--- src/sv/heat1d_pkg.sv ---
// Shared types, constants and command/status structs for the 1-D heat stencil block.
package heat1d_pkg;

	localparam int MAX_POINTS = 65;
	localparam int TEMP_W     = 32;
	localparam int IDX_W      = 7;
	localparam int MSQ_W      = 13;
	localparam int PROD_W     = 64;
	localparam int PART_W     = PROD_W / 2 + MSQ_W;
	localparam int NUM_W      = PART_W + PROD_W / 2;
	localparam int DIV_W      = 56;
	localparam int FRAC_SH    = 24;
	localparam int DIV_STEPS  = NUM_W;

	localparam logic [TEMP_W-1:0] TEMP_MAX = '1;

	// Configuration register indexes
	typedef enum logic [2:0] {
		CFG_LEFT   = 3'd0,
		CFG_RIGHT  = 3'd1,
		CFG_INNER  = 3'd2,
		CFG_POINTS = 3'd3,
		CFG_TIME   = 3'd4,
		CFG_CFL    = 3'd5
	} cfg_idx_t;

	localparam logic [31:0]      RST_LEFT   = 32'd1677721600;
	localparam logic [31:0]      RST_RIGHT  = 32'd167772160;
	localparam logic [31:0]      RST_INNER  = 32'd838860800;
	localparam logic [IDX_W-1:0] RST_POINTS = 7'd65;
	localparam logic [31:0]      RST_TIME   = 32'd20971520;
	localparam logic [31:0]      RST_CFL    = 32'd42949673;

	// Controller to datapath
	typedef struct packed {
		logic             load;
		logic             mul;
		logic             sum;
		logic             div_step;
		logic             steps_fix;
		logic             coef_fix;
		logic             init_wr;
		logic             rd;
		logic             rd_sweep;
		logic             rd_mid;
		logic             dec_steps;
		logic [IDX_W-1:0] idx;
	} cmd_t;

	// Datapath to controller
	typedef struct packed {
		logic [IDX_W-1:0] last_idx;
		logic             steps_zero;
		logic             steps_last;
		logic             changed;
		logic             pipe_busy;
	} stat_t;

endpackage

--- src/sv/heat1d_ctrl.sv ---
// Controller state machine sequencing setup, divisions, sweeps and the result beat.
module heat1d_ctrl (
	input  logic                   clk,
	input  logic                   arst_n,
	input  logic                   start,
	output logic                   busy,
	output logic                   done,
	input  heat1d_pkg::stat_t      stat,
	output heat1d_pkg::cmd_t       cmd
);

	typedef enum logic [11:0] {
		S_IDLE  = 12'b000000000001,
		S_MUL   = 12'b000000000010,
		S_SUM   = 12'b000000000100,
		S_DIVS  = 12'b000000001000,
		S_FIXS  = 12'b000000010000,
		S_DIVC  = 12'b000000100000,
		S_FIXC  = 12'b000001000000,
		S_INIT  = 12'b000010000000,
		S_SWEEP = 12'b000100000000,
		S_DRAIN = 12'b001000000000,
		S_MID   = 12'b010000000000,
		S_OUT   = 12'b100000000000
	} state_t;

	localparam logic [heat1d_pkg::IDX_W-1:0] DIV_LAST =
		heat1d_pkg::IDX_W'(heat1d_pkg::DIV_STEPS - 1);

	state_t state_q, state_d;
	logic [heat1d_pkg::IDX_W-1:0] cnt_q, cnt_d;

	// Next state and commands
	always_comb begin
		state_d = state_q;
		cnt_d   = cnt_q;
		cmd     = '0;
		cmd.idx = cnt_q;
		unique case (state_q)
			S_IDLE: begin
				if (start) begin
					cmd.load = 1'b1;
					state_d  = S_MUL;
				end
			end
			S_MUL: begin
				cmd.mul = 1'b1;
				state_d = S_SUM;
			end
			S_SUM: begin
				cmd.sum = 1'b1;
				cnt_d   = '0;
				state_d = S_DIVS;
			end
			S_DIVS: begin
				cmd.div_step = 1'b1;
				cnt_d        = cnt_q + 1'b1;
				if (cnt_q == DIV_LAST) state_d = S_FIXS;
			end
			S_FIXS: begin
				cmd.steps_fix = 1'b1;
				cnt_d         = '0;
				state_d       = S_DIVC;
			end
			S_DIVC: begin
				cmd.div_step = 1'b1;
				cnt_d        = cnt_q + 1'b1;
				if (cnt_q == DIV_LAST) state_d = S_FIXC;
			end
			S_FIXC: begin
				cmd.coef_fix = 1'b1;
				cnt_d        = '0;
				state_d      = S_INIT;
			end
			S_INIT: begin
				cmd.init_wr = 1'b1;
				cnt_d       = cnt_q + 1'b1;
				if (cnt_q == stat.last_idx) begin
					cnt_d   = '0;
					state_d = stat.steps_zero ? S_MID : S_SWEEP;
				end
			end
			S_SWEEP: begin
				cmd.rd       = 1'b1;
				cmd.rd_sweep = 1'b1;
				cnt_d        = cnt_q + 1'b1;
				if (cnt_q == stat.last_idx) state_d = S_DRAIN;
			end
			S_DRAIN: begin
				if (!stat.pipe_busy) begin
					cmd.dec_steps = 1'b1;
					cnt_d         = '0;
					if (stat.steps_last || !stat.changed) state_d = S_MID;
					else state_d = S_SWEEP;
				end
			end
			S_MID: begin
				cmd.rd     = 1'b1;
				cmd.rd_mid = 1'b1;
				state_d    = S_OUT;
			end
			S_OUT: begin
				state_d = S_IDLE;
			end
			default: begin
				state_d = S_IDLE;
			end
		endcase
	end

	// State registers
	always_ff @(posedge clk or negedge arst_n) begin
		if (!arst_n) begin
			state_q <= S_IDLE;
			cnt_q   <= '0;
		end else begin
			state_q <= state_d;
			cnt_q   <= cnt_d;
		end
	end

	assign busy = (state_q != S_IDLE);
	assign done = (state_q == S_OUT);

endmodule

--- config.mk ---
export PLATFORM = sky130hd
export DESIGN_NAME = heat1d_ctrl
export DESIGN_NICKNAME = d
export VERILOG_FILES = /design/src/sv/heat1d_pkg.sv /design/src/sv/heat1d_ctrl.sv
export SDC_FILE = /design/constraint.sdc
export NUM_CORES = 1
export LEC_CHECK = 0
export BUFFER_PORTS_ARGS = -buffer_cell sky130_fd_sc_hd__buf_2
export CORE_ASPECT_RATIO = 1.2
export CORE_MARGIN = 4
export CORE_UTILIZATION = 52
export CTS_BUF_LIST = sky130_fd_sc_hd__clkbuf_16
export CTS_CLUSTER_DIAMETER = 30
export DETAILED_ROUTE_END_ITERATION = 16
export PLACE_DENSITY_LB_ADDON = 0.15
export SYNTH_ARGS = -nofsm -noshare
export SYNTH_HDL_FRONTEND = slang
export SYNTH_SLANG_ARGS = --single-unit
--- constraint.sdc ---
create_clock -name clk -period 2.5 [get_ports clk]
set_input_delay 0.125 -clock clk [delete_from_list [all_inputs] [get_ports clk]]
set_output_delay 0.125 -clock clk [all_outputs]
set_load 0.01 [all_outputs]
* Word level (Yosys, flattened, before mapping)
Index checks and enable logic that the tools add are counted.
** Storage, ports and cells
- Bits in registers :: 19
** Cells by class
- $add $sub $neg :: 1
- Equal/unequal tests :: 21
- Mux-type cells :: 25
- Reductions and logical operators :: 9
** Operators with widths (number)
- one-hot mux 12 bit (11 select lines) :: 1
- 2-to-1 mux 12 bit :: 6
- one-hot mux 7 bit (4 select lines) :: 1
- 2-to-1 mux 11 bit :: 2
- 2-to-1 mux 7 bit :: 2
- 2-to-1 mux 1 bit :: 13
- == test 12 x 1 -> 1 bit, second input constant :: 1
- == test 12 x 10 -> 1 bit, second input constant :: 1
- == test 12 x 11 -> 1 bit, second input constant :: 1
- == test 12 bit, second input constant :: 1
- == test 12 x 2 -> 1 bit, second input constant :: 1
- == test 12 x 3 -> 1 bit, second input constant :: 1
- == test 12 x 4 -> 1 bit, second input constant :: 1
- == test 12 x 5 -> 1 bit, second input constant :: 1
- == test 12 x 6 -> 1 bit, second input constant :: 1
- == test 12 x 7 -> 1 bit, second input constant :: 1
- == test 12 x 8 -> 1 bit, second input constant :: 1
- == test 12 x 9 -> 1 bit, second input constant :: 1
- inequality test 12 x 1 -> 1 bit, second input constant :: 1
- inequality test 2 bit, second input constant :: 6
- adder 7 x 1 -> 7 bit, second input constant :: 1
- == test 7 bit :: 1
- == test 7 bit, second input constant :: 1
- AND reduction 6 bit :: 1
- other kinds (6) :: 8

* Longest topological paths before layout
Gate-level depths: netlist (run 1).
- Word-level depth :: 5
- Gate-level depth with buffers :: 8

* Worst setup path before layout (run 1)
OpenSTA, ideal clock, no wires.
- Path type :: reg-to-reg
- Start point :: register state_q[5]
- End point :: register state_q[8]
- Library setup time :: 0.135 ns
- Data arrival time :: 2.179 ns
- Data required time :: 2.365 ns
- Slack :: 0.186 ns
- Cell stages (with the launch flop) :: 9
- Period minus slack after synthesis :: 2.314 ns
- Cell sequence :: dfrtp_1 buf_6 or4_1 buf_2 or4_4 clkinv_2 a41oi_2 o211ai_4 o22ai_1
** Between the ends
- Cells in the longest elaborated chain, start to end :: 3
** Ends and longest elaborated chain
- start: declaration :: RTL line heat1d_ctrl.sv:30 : state_t state_q, state_d;
- start signal: assignment :: RTL line heat1d_ctrl.sv:117 : state_q <= state_d;
- == test 12 x 8 -> 1 bit (tied with other cells) :: RTL line heat1d_ctrl.sv:39 : unique case (state_q)
- inequality test 2 bit (no line)
- AND reduction 6 bit (no line)
Parallel ways exist; a longest one is shown, timed or not.
A chain may end at the register's enable or synchronous reset.

==> results.md, run 1 <==
- Top cells by area, synth: dfrtp_1 (33%), xor2_1 (5.2%), nor4_1 (4.2%)
- Synth Area in Simple Gates: 0.3120
- Dpl hpwl: 2.622 mm
- Max_slew headroom: 0.6290
- Num CTS Buffers: 3
- Sequential Power Share: 0.334
- Grt ovf: 0
- Die Ht: 63.84 um
- Max Cap Viol: 0
- Cells after synthesis: 155
- Starting DRC count in detailed routing: 48
- Arr. time, crit path: 2310 ps
- Vias in the first global route: 1379
- Die footprint: 0.003482 mm2
- Switching share of total power: 0.3682
- Tmin final: 2431 ps
- Layout cells sized above 1: 0.2953
- Outcome: complete, no violations
- Postcts setup bufs: 0
- CTS tree: built
- Initial Util: 0.5400
- Slew Viols, Final: 0
- H-tree Lvls: 1
- Final wirelength: 3.452 mm
- Detailed-route via count: 1337
- Port bufs: 33
- Part of the cycle the worst path needs: 0.9725
- Yosys Warn Count: 0
- Mux share of post-synthesis cell area: 0
- Max VDD drop: 0.3662 mV
- Main synth FF type: dfrtp_1
- # fillers: 204
- Ant diodes: 0
- Clk pwr share: 0.270
- GP Congestion: 0.9302
- RSZ-0062 raised after global routing: true
- Core footprint: 0.002502 mm2
- Min-delay worst type: input port to register
- Pre-antenna DRT Iters: 4
- Root Driver: clkbuf_16
- Area Overhead vs Synth: 24.91%
- Crit Path Class: register to output port
- Post-Synth XOR/XNOR Area: 0.05833
- WL per Instance: 15.27 um
- # clock sinks: 19
- Initial antenna violation count: 0
- Netlist cell types: 45
- Setup_tns: 0 ps
- Max Clk Rate: 0.4113 GHz
- Die width: 54.54 um
- Boundary Pins: 34
- NumNets Final: 210
- Compound-Gate Fraction of Synth Area: 0.1917
- Crit path max fanout: 7
- Gr usage total: 0.2220
- Cell-internal power: 0.0007681 W
- Startpoint types: register
- Fin. Hold Viols: 0
- Non-filler cells, final: 226
- Worst-path clk slew: 50 ps
- Share of the synthesized area in the top cell type: 0.3333
- Main combinational cell family by area after synthesis: simple AND/OR/NAND/NOR gates
- Adder-cell share of the synthesized area: 0.01852
- Static leakage: 0.8973 nW
- Post-synth EDFFs: 0
- First-pass GRT wire length: 5.871 mm
- Cell accounting for the most synthesized area: dfrtp_1
- Vias per Instance: 5.916
- Worst-Margin Slew: 551.5 ps
- Row count: 20
- Placed insts: 221
- Avg Cell Area, Syn: 8.718 um2
- CTS Buffer Depth: 2
- Net Count, Synth: 171
- Seq/Total Area, Yosys: 0.3528
- Antenna Nets Post-Route: 0
- Largest net degree at the start of global routing: 20
- Clk Latency, worst-skew pair: 250 ps
- PwrDens: 720.3 mW/mm2
- Worst EP required: 2380 ps
- Cell Area, Synth: 0.001351 mm2
- #FFs+latches synth: 19
- Asr flop ratio synth: 1.000
- Worst Clk Skew: 3.883 ps
- Setup Viol. Count Final: 0
- Sw Pwr: 0.0004477 W
- DRC Markers: 0
- Gate power share: 0.396
- Worst Setup End Kind: output port
==> synthesized netlist by cell type, types with 2 or more instances <==
master    instances
a21o_1            4
a31oi_1           2
and3_1            4
and4b_1           3
buf_2             2
clkbuf_1          3
dfrtp_1          18
ha_1              2
inv_1            12
nand2_1           7
nand2b_1          4
nand3_1           3
nor2_1           12
nor2b_1           3
nor3_1            5
nor3b_1           3
nor4_1            9
o211ai_1          2
o21ai_0          10
o22ai_1           6
or2_2             5
or4_1             6
xor2_1            8
==> power groups by stage <==
stage                     Clock, W  Combinational, W  Sequential, W
after floorplan                  0          0.000317       0.000410
after detailed placement         0          0.000464       0.000411
after global routing      0.000340          0.000542       0.000417
after global placement           0          0.000457       0.000408
final                     0.000328          0.000481       0.000407
after CTS                 0.000332          0.000467       0.000406
==> per-layer routing <==
metal,global-route usage,wire (um),part of all wire,vias to the layer above
met1,0.2500,1362,0.39,641
li1,-,-,-,647
met5,0,0,0,-
met3,0.03263,178,0.052,9
met4,0.08411,64,0.019,0
met2,0.3997,1847,0.54,40
==> through the flow <==
stage | hold WS [ps] | power (W) | setup WS [ps] | area (um2) | util
after floorplan | -170.6 | 0.0007274 | 186.1 | 1351 | -
after global placement | 86.98 | 0.0008650 | 146.9 | 1570 | 0.6275
after detailed placement | 91.98 | 0.0008754 | 75.26 | 1570 | 0.6275
after CTS | 147.3 | 0.001205 | 61.33 | 1659 | 0.6630
after global routing | 170.6 | 0.001300 | 5.188 | 1688 | 0.6745
final | 148.3 | 0.001216 | 68.76 | 1688 | 0.6745
==> worst max-delay path: stages (launching register included) <==
cell	delay, ps
dfrtp_1	440
or4_1	620
or4_1	600
nor3b_1	230
buf_2	160
==> layout by cell type (no fill, tap or decap), drive strengths merged, types with 2 or more instances in the layout <==
cell type / Yosys / final
o211ai: 3 / 3
nor3: 5 / 5
or2: 5 / 5
buf: 4 / 40
o22ai: 6 / 6
o21ai: 11 / 11
dfrtp: 18 / 18
or4: 7 / 7
nor2b: 3 / 3
a32oi: 2 / 2
clkbuf: 3 / 3
xor2: 8 / 8
nor4: 9 / 9
and4b: 3 / 3
nor3b: 3 / 3
nand2b: 4 / 4
inv: 12 / 13
ha: 2 / 2
nand3: 3 / 3
a31oi: 2 / 2
nand2: 7 / 7
a21o: 4 / 4
and3: 4 / 4
nor2: 12 / 12
==> flip-flops by register name, summed over array words and instances, names as in the netlist <==
signal / cells
cnt_q: 7
state_q: 12
==> cell type report <==
cell class | instances | area (um2) | share of cell area
multi-input combinational | 116 | 813.3 | 0.4818
sequential | 19 | 476.7 | 0.2824
timing repair buffer | 41 | 227.7 | 0.1349
clock buffer | 3 | 75.07 | 0.04448
inverter | 13 | 50.05 | 0.02965
tap | 33 | 41.29 | 0.02446
clock inverter | 1 | 3.754 | 0.002224
==> kinds of logic (layout without fill, tap and decap cells) <==
family | count (synthesis) | in the layout
and+or+nand+nor | 71 | 71
DFF | 19 | 19
AOI/OAI and AO/OA | 34 | 34
adders and majority gates | 2 | 2
xor gates and xnor gates | 9 | 9
buffers and inverters | 20 | 58
==> worst paths after layout <==
check / from / end / slack [ps] / cells past startpoint
worst max-delay path: state_q[6] / cmd[16] / 70 / 4
min in group asynchronous: arst_n / state_q[11] / 360 / 2
worst max register to register: state_q[6] / state_q[8] / 120 / 6
worst min register to register: state_q[0] / state_q[0] / 540 / 2
worst min-delay path: start / state_q[1] / 150 / 2
max in group asynchronous: arst_n / state_q[0] / 1800 / 2
==> what timing repair did <==
item	4_1_cts	5_1_grt
hold buffers	1	0
endpoints found under the hold margin	18	0
setup endpoints to repair	0	9
resized for setup	0	3
(Power assumes the default switching activity.)
==> inputs of run 2 (changes only) <==
Settings changed: BUFFER_PORTS_ARGS -buffer_cell sky130_fd_sc_hd__buf_2 to -buffer_cell sky130_fd_sc_hd__buf_4.
==> run 2 against run 1 <==
  * Critical path type unchanged
  * Sequential power about the same
  * Wire length increased by 7.6%
  * Die area did not move
  * Flip-flop and latch count is the same
  * Hold slack got worse by 14 ps
  * Via count up 2.8%
  * Clock power rose by 2%
  * Final area increased by 5.2%
  * Power up 5.0%
  * Global-route usage increased by 1.8 points
  * Sequential share of layout area shrank 1.4 points
==> results.md, run 2 (synthesis results as in run 1) <==
- Final wirelength: 3.714 mm
- RSZ-0062 raised after global routing: false
- DRC Markers: 0
- Met3 Use GR: 0.03730
- Footprint of the multi-input gates: 817.0 um2
- Top reg by flops: state_q
- Most used cell, CP: or4_1
- Most common cell after layout, fill and taps aside: buf_4
- Num CTS Buffers: 3
- Port bufs: 33
- Max Cap Viol: 0
- Slowest stage delay, CP: 680 ps
- WHS: 134.5 ps
- GR Util met2: 0.4326
- Worst-Margin Slew: 582.4 ps
- Core footprint: 0.002502 mm2
- Detailed-route via count: 1374
- Row count: 20
- Place WS: 89.77 ps
- Part of the cycle the worst path needs: 0.9657
- Worst Clk Skew: 2.353 ps
- Most frequent cells in the layout: buf_4 (40), dfrtp_1 (18), inv_1 (12), nor2_1 (12), o21ai_0 (10)
- First-pass GRT wire length: 6.279 mm
- # fillers: 215
- Global Route met1 Usage: 0.2764
- Die Ht: 63.84 um
- H-tree Lvls: 1
- Static leakage: 0.9046 nW
- Setup_tns: 0 ps
- Worst Setup End Kind: output port
- Fin. Hold Viols: 0
- Flip-flop count of the largest register after layout: 12
- Grt ovf: 0
- WL per Instance: 16.43 um
- Tmin final: 2414 ps
- Reg area: 476.7 um2
- GR peak layer: met2
- Ant diodes: 0
- NumNets Final: 210
- Worst EP required: 2380 ps
- Pre-antenna DRT Iters: 4
- Max_slew headroom: 0.6081
- Postcts setup bufs: 0
- GP Congestion: 0.9134
- Max Clk Rate: 0.4142 GHz
- Slew Viols, Final: 0
- Startpoint types: register
- Vias per Instance: 6.080
- Max VDD drop: 0.4410 mV
- Root Driver: clkbuf_16
- Vias in the first global route: 1395
- Outcome: complete, no violations
- Antenna Nets Post-Route: 0
- Worst-path clk slew: 60 ps
- Starting DRC count in detailed routing: 40
- Initial antenna violation count: 0
- Die footprint: 0.003482 mm2
- Non-filler cells, final: 226
- Crit path max fanout: 8
- Initial Util: 0.5400
- Boundary Pins: 34
- Setup Viol. Count Final: 0
- Placed insts: 221
- PwrDens: 718.8 mW/mm2
- Critical-path top delay cell: or4_1
- Dpl hpwl: 2.823 mm
- Largest regs: state_q: 12 flops, cnt_q: 7 flops
- CP Cell Sequence: or4_1 -> or4_1 -> nor3b_1 -> buf_4
- Arr. time, crit path: 2290 ps
- Gr usage total: 0.2401
- Min-delay worst type: input port to register
- Clk Latency, worst-skew pair: 250 ps
- CTS Buffer Depth: 2
- Area Overhead vs Synth: 31.39%
- Layout cells sized above 1: 0.3057
- # clock sinks: 19
- Largest net degree at the start of global routing: 20
- Post-route setup slack: 85.64 ps
- CTS tree: built
- Crit Path Class: register to output port
- Die width: 54.54 um
-- run 2: cell type report --
cell class,instances,area share
timing repair buffer,41,0.1748
sequential,19,0.2685
clock buffer,3,0.04228
clock inverter,1,0.002819
inverter,13,0.02819
multi-input combinational,116,0.4602
tap,33,0.02326
-- run 2: power breakdown --
part	switching (W)	internal (W)	total, W
combinational	0.000293	0.000243	0.000536
clock	0.000121	0.000215	0.000336
sequential	0.0000495	0.000354	0.000404
total	0.000464	0.000812	0.00128
-- run 2: routing by layer --
metal / routed length (um) / vias to the layer above
met1: 1397 / 664
met5: 0 / -
met2: 2036 / 50
met4: 76 / 0
li1: - / 650
met3: 203 / 10
-- run 2: metrics by stage --
step                cell area (um2)   power, W  utilization
floorplan                      1351  0.0007274            -
global placement               1653  0.0009111       0.6605
detailed placement             1653  0.0009248       0.6605
CTS                            1749   0.001258       0.6990
global route                   1775   0.001358       0.7095
finish                         1775   0.001276       0.7095
-- run 2: path summary, 6_finish.rpt --
| kind | from | endpoint | slack (ps) | cells past startpoint |
|---|---|---|---|---|
| worst max-delay path | state_q[8] | cmd[16] | 90 | 4 |
| worst min-delay path | start | state_q[1] | 130 | 2 |
| worst max register to register | state_q[8] | cnt_q[4] | 110 | 5 |
| worst min register to register | state_q[0] | state_q[0] | 530 | 2 |
| max in group asynchronous | arst_n | state_q[0] | 1940 | 2 |
| min in group asynchronous | arst_n | state_q[11] | 290 | 2 |
-- run 2: timing repair --
item                                    4_1_cts  5_1_grt
hold buffers                                  1        0
endpoints found under the hold margin        18        0
endpoints found under the setup margin        1        9
gates resized for setup                       1        3
-- run 2: critical path: cells and delay by family, from the launching register on --
family                 cells  cell delay, ps
AND/OR/NAND/NOR            3            1470
flip-flops                 1             410
buffers and inverters      1             160
==> inputs of run 3 (changes only) <==
Settings changed: CORE_UTILIZATION 52 to 55, CTS_CLUSTER_SIZE set to 10, RECOVER_POWER set to 25.
Clock period 2.5 ns to 2.8 ns, I/O delays scaled along.
==> run 3 against run 2 <==
  * Die area decreased by 4.7%
  * Highest routed layer unchanged
  * Clock skew increased by 1.1 ps
  * Wire length decreased by 0.13%
  * Core utilization increased by 2.0 points
  * Largest power group unchanged
  * Critical endpoint is now cmd[12]
  * Register-to-register slack improved by 230 ps
==> results.md, run 3 (synthesis results as in run 1) <==
- Slowest stage delay, CP: 700 ps
- # clock sinks: 19
- Vias per Instance: 6.215
- WL per Instance: 16.94 um
- Die Ht: 62.30 um
- Placed cell areas: 0.001613 mm2
- Crit Path Class: register to output port
- Ant diodes: 0
- Sw Pwr: 0.0003964 W
- Largest net degree at the start of global routing: 20
- Pre-antenna DRT Iters: 4
- Worst Setup End Kind: output port
- Num CTS Buffers: 3
- Static leakage: 0.8735 nW
- Core footprint: 0.002330 mm2
- First-pass GRT wire length: 6.486 mm
- CTS tree: built
- Max VDD drop: 0.3882 mV
- CP top delay family: simple AND/OR/NAND/NOR gates
- Arr. time, crit path: 2440 ps
- Clk Latency, worst-skew pair: 250 ps
- Part of the cycle the worst path needs: 0.9226
- Gr usage total: 0.2570
- Cell-internal power: 0.0006970 W
- Antenna Nets Post-Route: 0
- Critical-path top delay cell: or4_1
- CTS resizes: 0
- Initial antenna violation count: 0
- Switching share of total power: 0.3626
- Largest regs: state_q: 12 flops, cnt_q: 7 flops
- Worst EP required: 2660 ps
- Max_slew headroom: 0.3293
- Grt ovf: 0
- NumNets Final: 205
- Die width: 53.25 um
- Crit path max fanout: 9
- Worst Clk Skew: 3.453 ps
- PwrDens: 643.5 mW/mm2
- Slew Viols, Final: 0
- Layout cells sized above 1: 0.2713
- Clk pwr share: 0.269
- DRC Markers: 0
- Worst-Margin Slew: 1006 ps
- Boundary Pins: 34
- Worst-path clk slew: 50 ps
- Outcome: complete, no violations
- Sequential Power Share: 0.348
- Dpl hpwl: 2.796 mm
- Most common cell after layout, fill and taps aside: buf_4
- Buffers plus inverters on the worst setup path: 1
- CTS Buffer Depth: 2
- Final wirelength: 3.709 mm
- RSZ-0062 raised after global routing: false
- CP Cell Sequence: or4_1 -> nor3_1 -> nor4b_1 -> buf_4
- Most frequent cells in the layout: buf_4 (34), dfrtp_1 (18), inv_1 (12), nor2_1 (12), o21ai_0 (10)
- Area Overhead vs Synth: 25.74%
- Tmin final: 2583 ps
- Initial Util: 0.5800
- Starting DRC count in detailed routing: 55
- Root Driver: clkbuf_16
- Max Clk Rate: 0.3871 GHz
- Startpoint types: register
- Row count: 19
- Flip-flop count of the largest register after layout: 12
- Vias in the first global route: 1420
- Postcts setup bufs: 0
- Die footprint: 0.003317 mm2
- Gate power share: 0.383
- Fin. Hold Viols: 0
- Max Cap Viol: 0
- Design Area, Final: 0.001699 mm2
- Min-delay worst type: input port to register
- Detailed-route via count: 1361
- Top reg by flops: state_q
- H-tree Lvls: 1
- Port bufs: 33
- GP Congestion: 0.9457
- Setup Viol. Count Final: 0
- # fillers: 207
- Setup_tns: 0 ps
## run 3: layer usage
| layer | up-vias | track usage | wire, um |
|---|---|---|---|
| li1 | 643 | - | - |
| met1 | 642 | 0.2866 | 1381 |
| met2 | 63 | 0.4617 | 1987 |
| met3 | 13 | 0.03828 | 232 |
| met4 | 0 | 0.1054 | 106 |
| met5 | - | 0 | 0 |
## run 3: path summary, 6_finish.rpt
path / startpoint / endpoint / slack (ps) / cells past startpoint
setup / recovery: state_q[2] / cmd[12] / 220 / 4
hold / removal: start / state_q[1] / 160 / 2
setup reg to reg: state_q[4] / state_q[8] / 340 / 6
hold reg to reg: state_q[0] / state_q[0] / 550 / 2
max in group asynchronous: arst_n / state_q[2] / 1590 / 2
min in group asynchronous: arst_n / state_q[11] / 600 / 2
## run 3: cell type report
| class | instances | area, um2 | area share |
|---|---|---|---|
| multi-input cells | 116 | 784.5 | 0.4617 |
| flip-flops and latches | 19 | 476.7 | 0.2806 |
| repair buffers | 36 | 269.0 | 0.1583 |
| clock buffers | 3 | 75.07 | 0.04418 |
| inverters | 13 | 50.05 | 0.02946 |
| well taps | 31 | 38.79 | 0.02283 |
| clock inverters | 1 | 5.005 | 0.002946 |
## run 3: worst reg2reg max path, cell delays in order (launching register included)
cell and delay, ps:
dfrtp_1 470, or4_1 660, or4_4 630, clkinv_2 90, a41oi_2 50, o211ai_4 300, o22ai_1 130
## run 3: power by group through the flow
stage / combinational, W / clock (W) / sequential (W)
finish: 0.000418 / 0.000294 / 0.000381
global route: 0.000469 / 0.000311 / 0.000389
CTS: 0.000419 / 0.000297 / 0.000382
detailed placement: 0.000414 / 0 / 0.000385
global placement: 0.000400 / 0 / 0.000380
floorplan: 0.000283 / 0 / 0.000366
## run 3: timing repair
| item | CTS | global route |
|---|---|---|
| endpoints found under the hold margin | 18 | 0 |
| endpoints found under the setup margin | 0 | 0 |
| hold buffers | 1 | 0 |
## run 3: per-stage QoR
step                 power, W    util  setup slack, ps  std cells  hold WS (ps)
floorplan           0.0006494       -            486.1        155        -155.6
global placement    0.0007802  0.6923            381.5        214         24.86
detailed placement  0.0007982  0.6923            363.0        214         30.67
CTS                  0.001098  0.7309            227.7        219         158.3
global route         0.001169  0.7293            34.19        219         179.1
finish               0.001093  0.7293            216.6        219         156.9
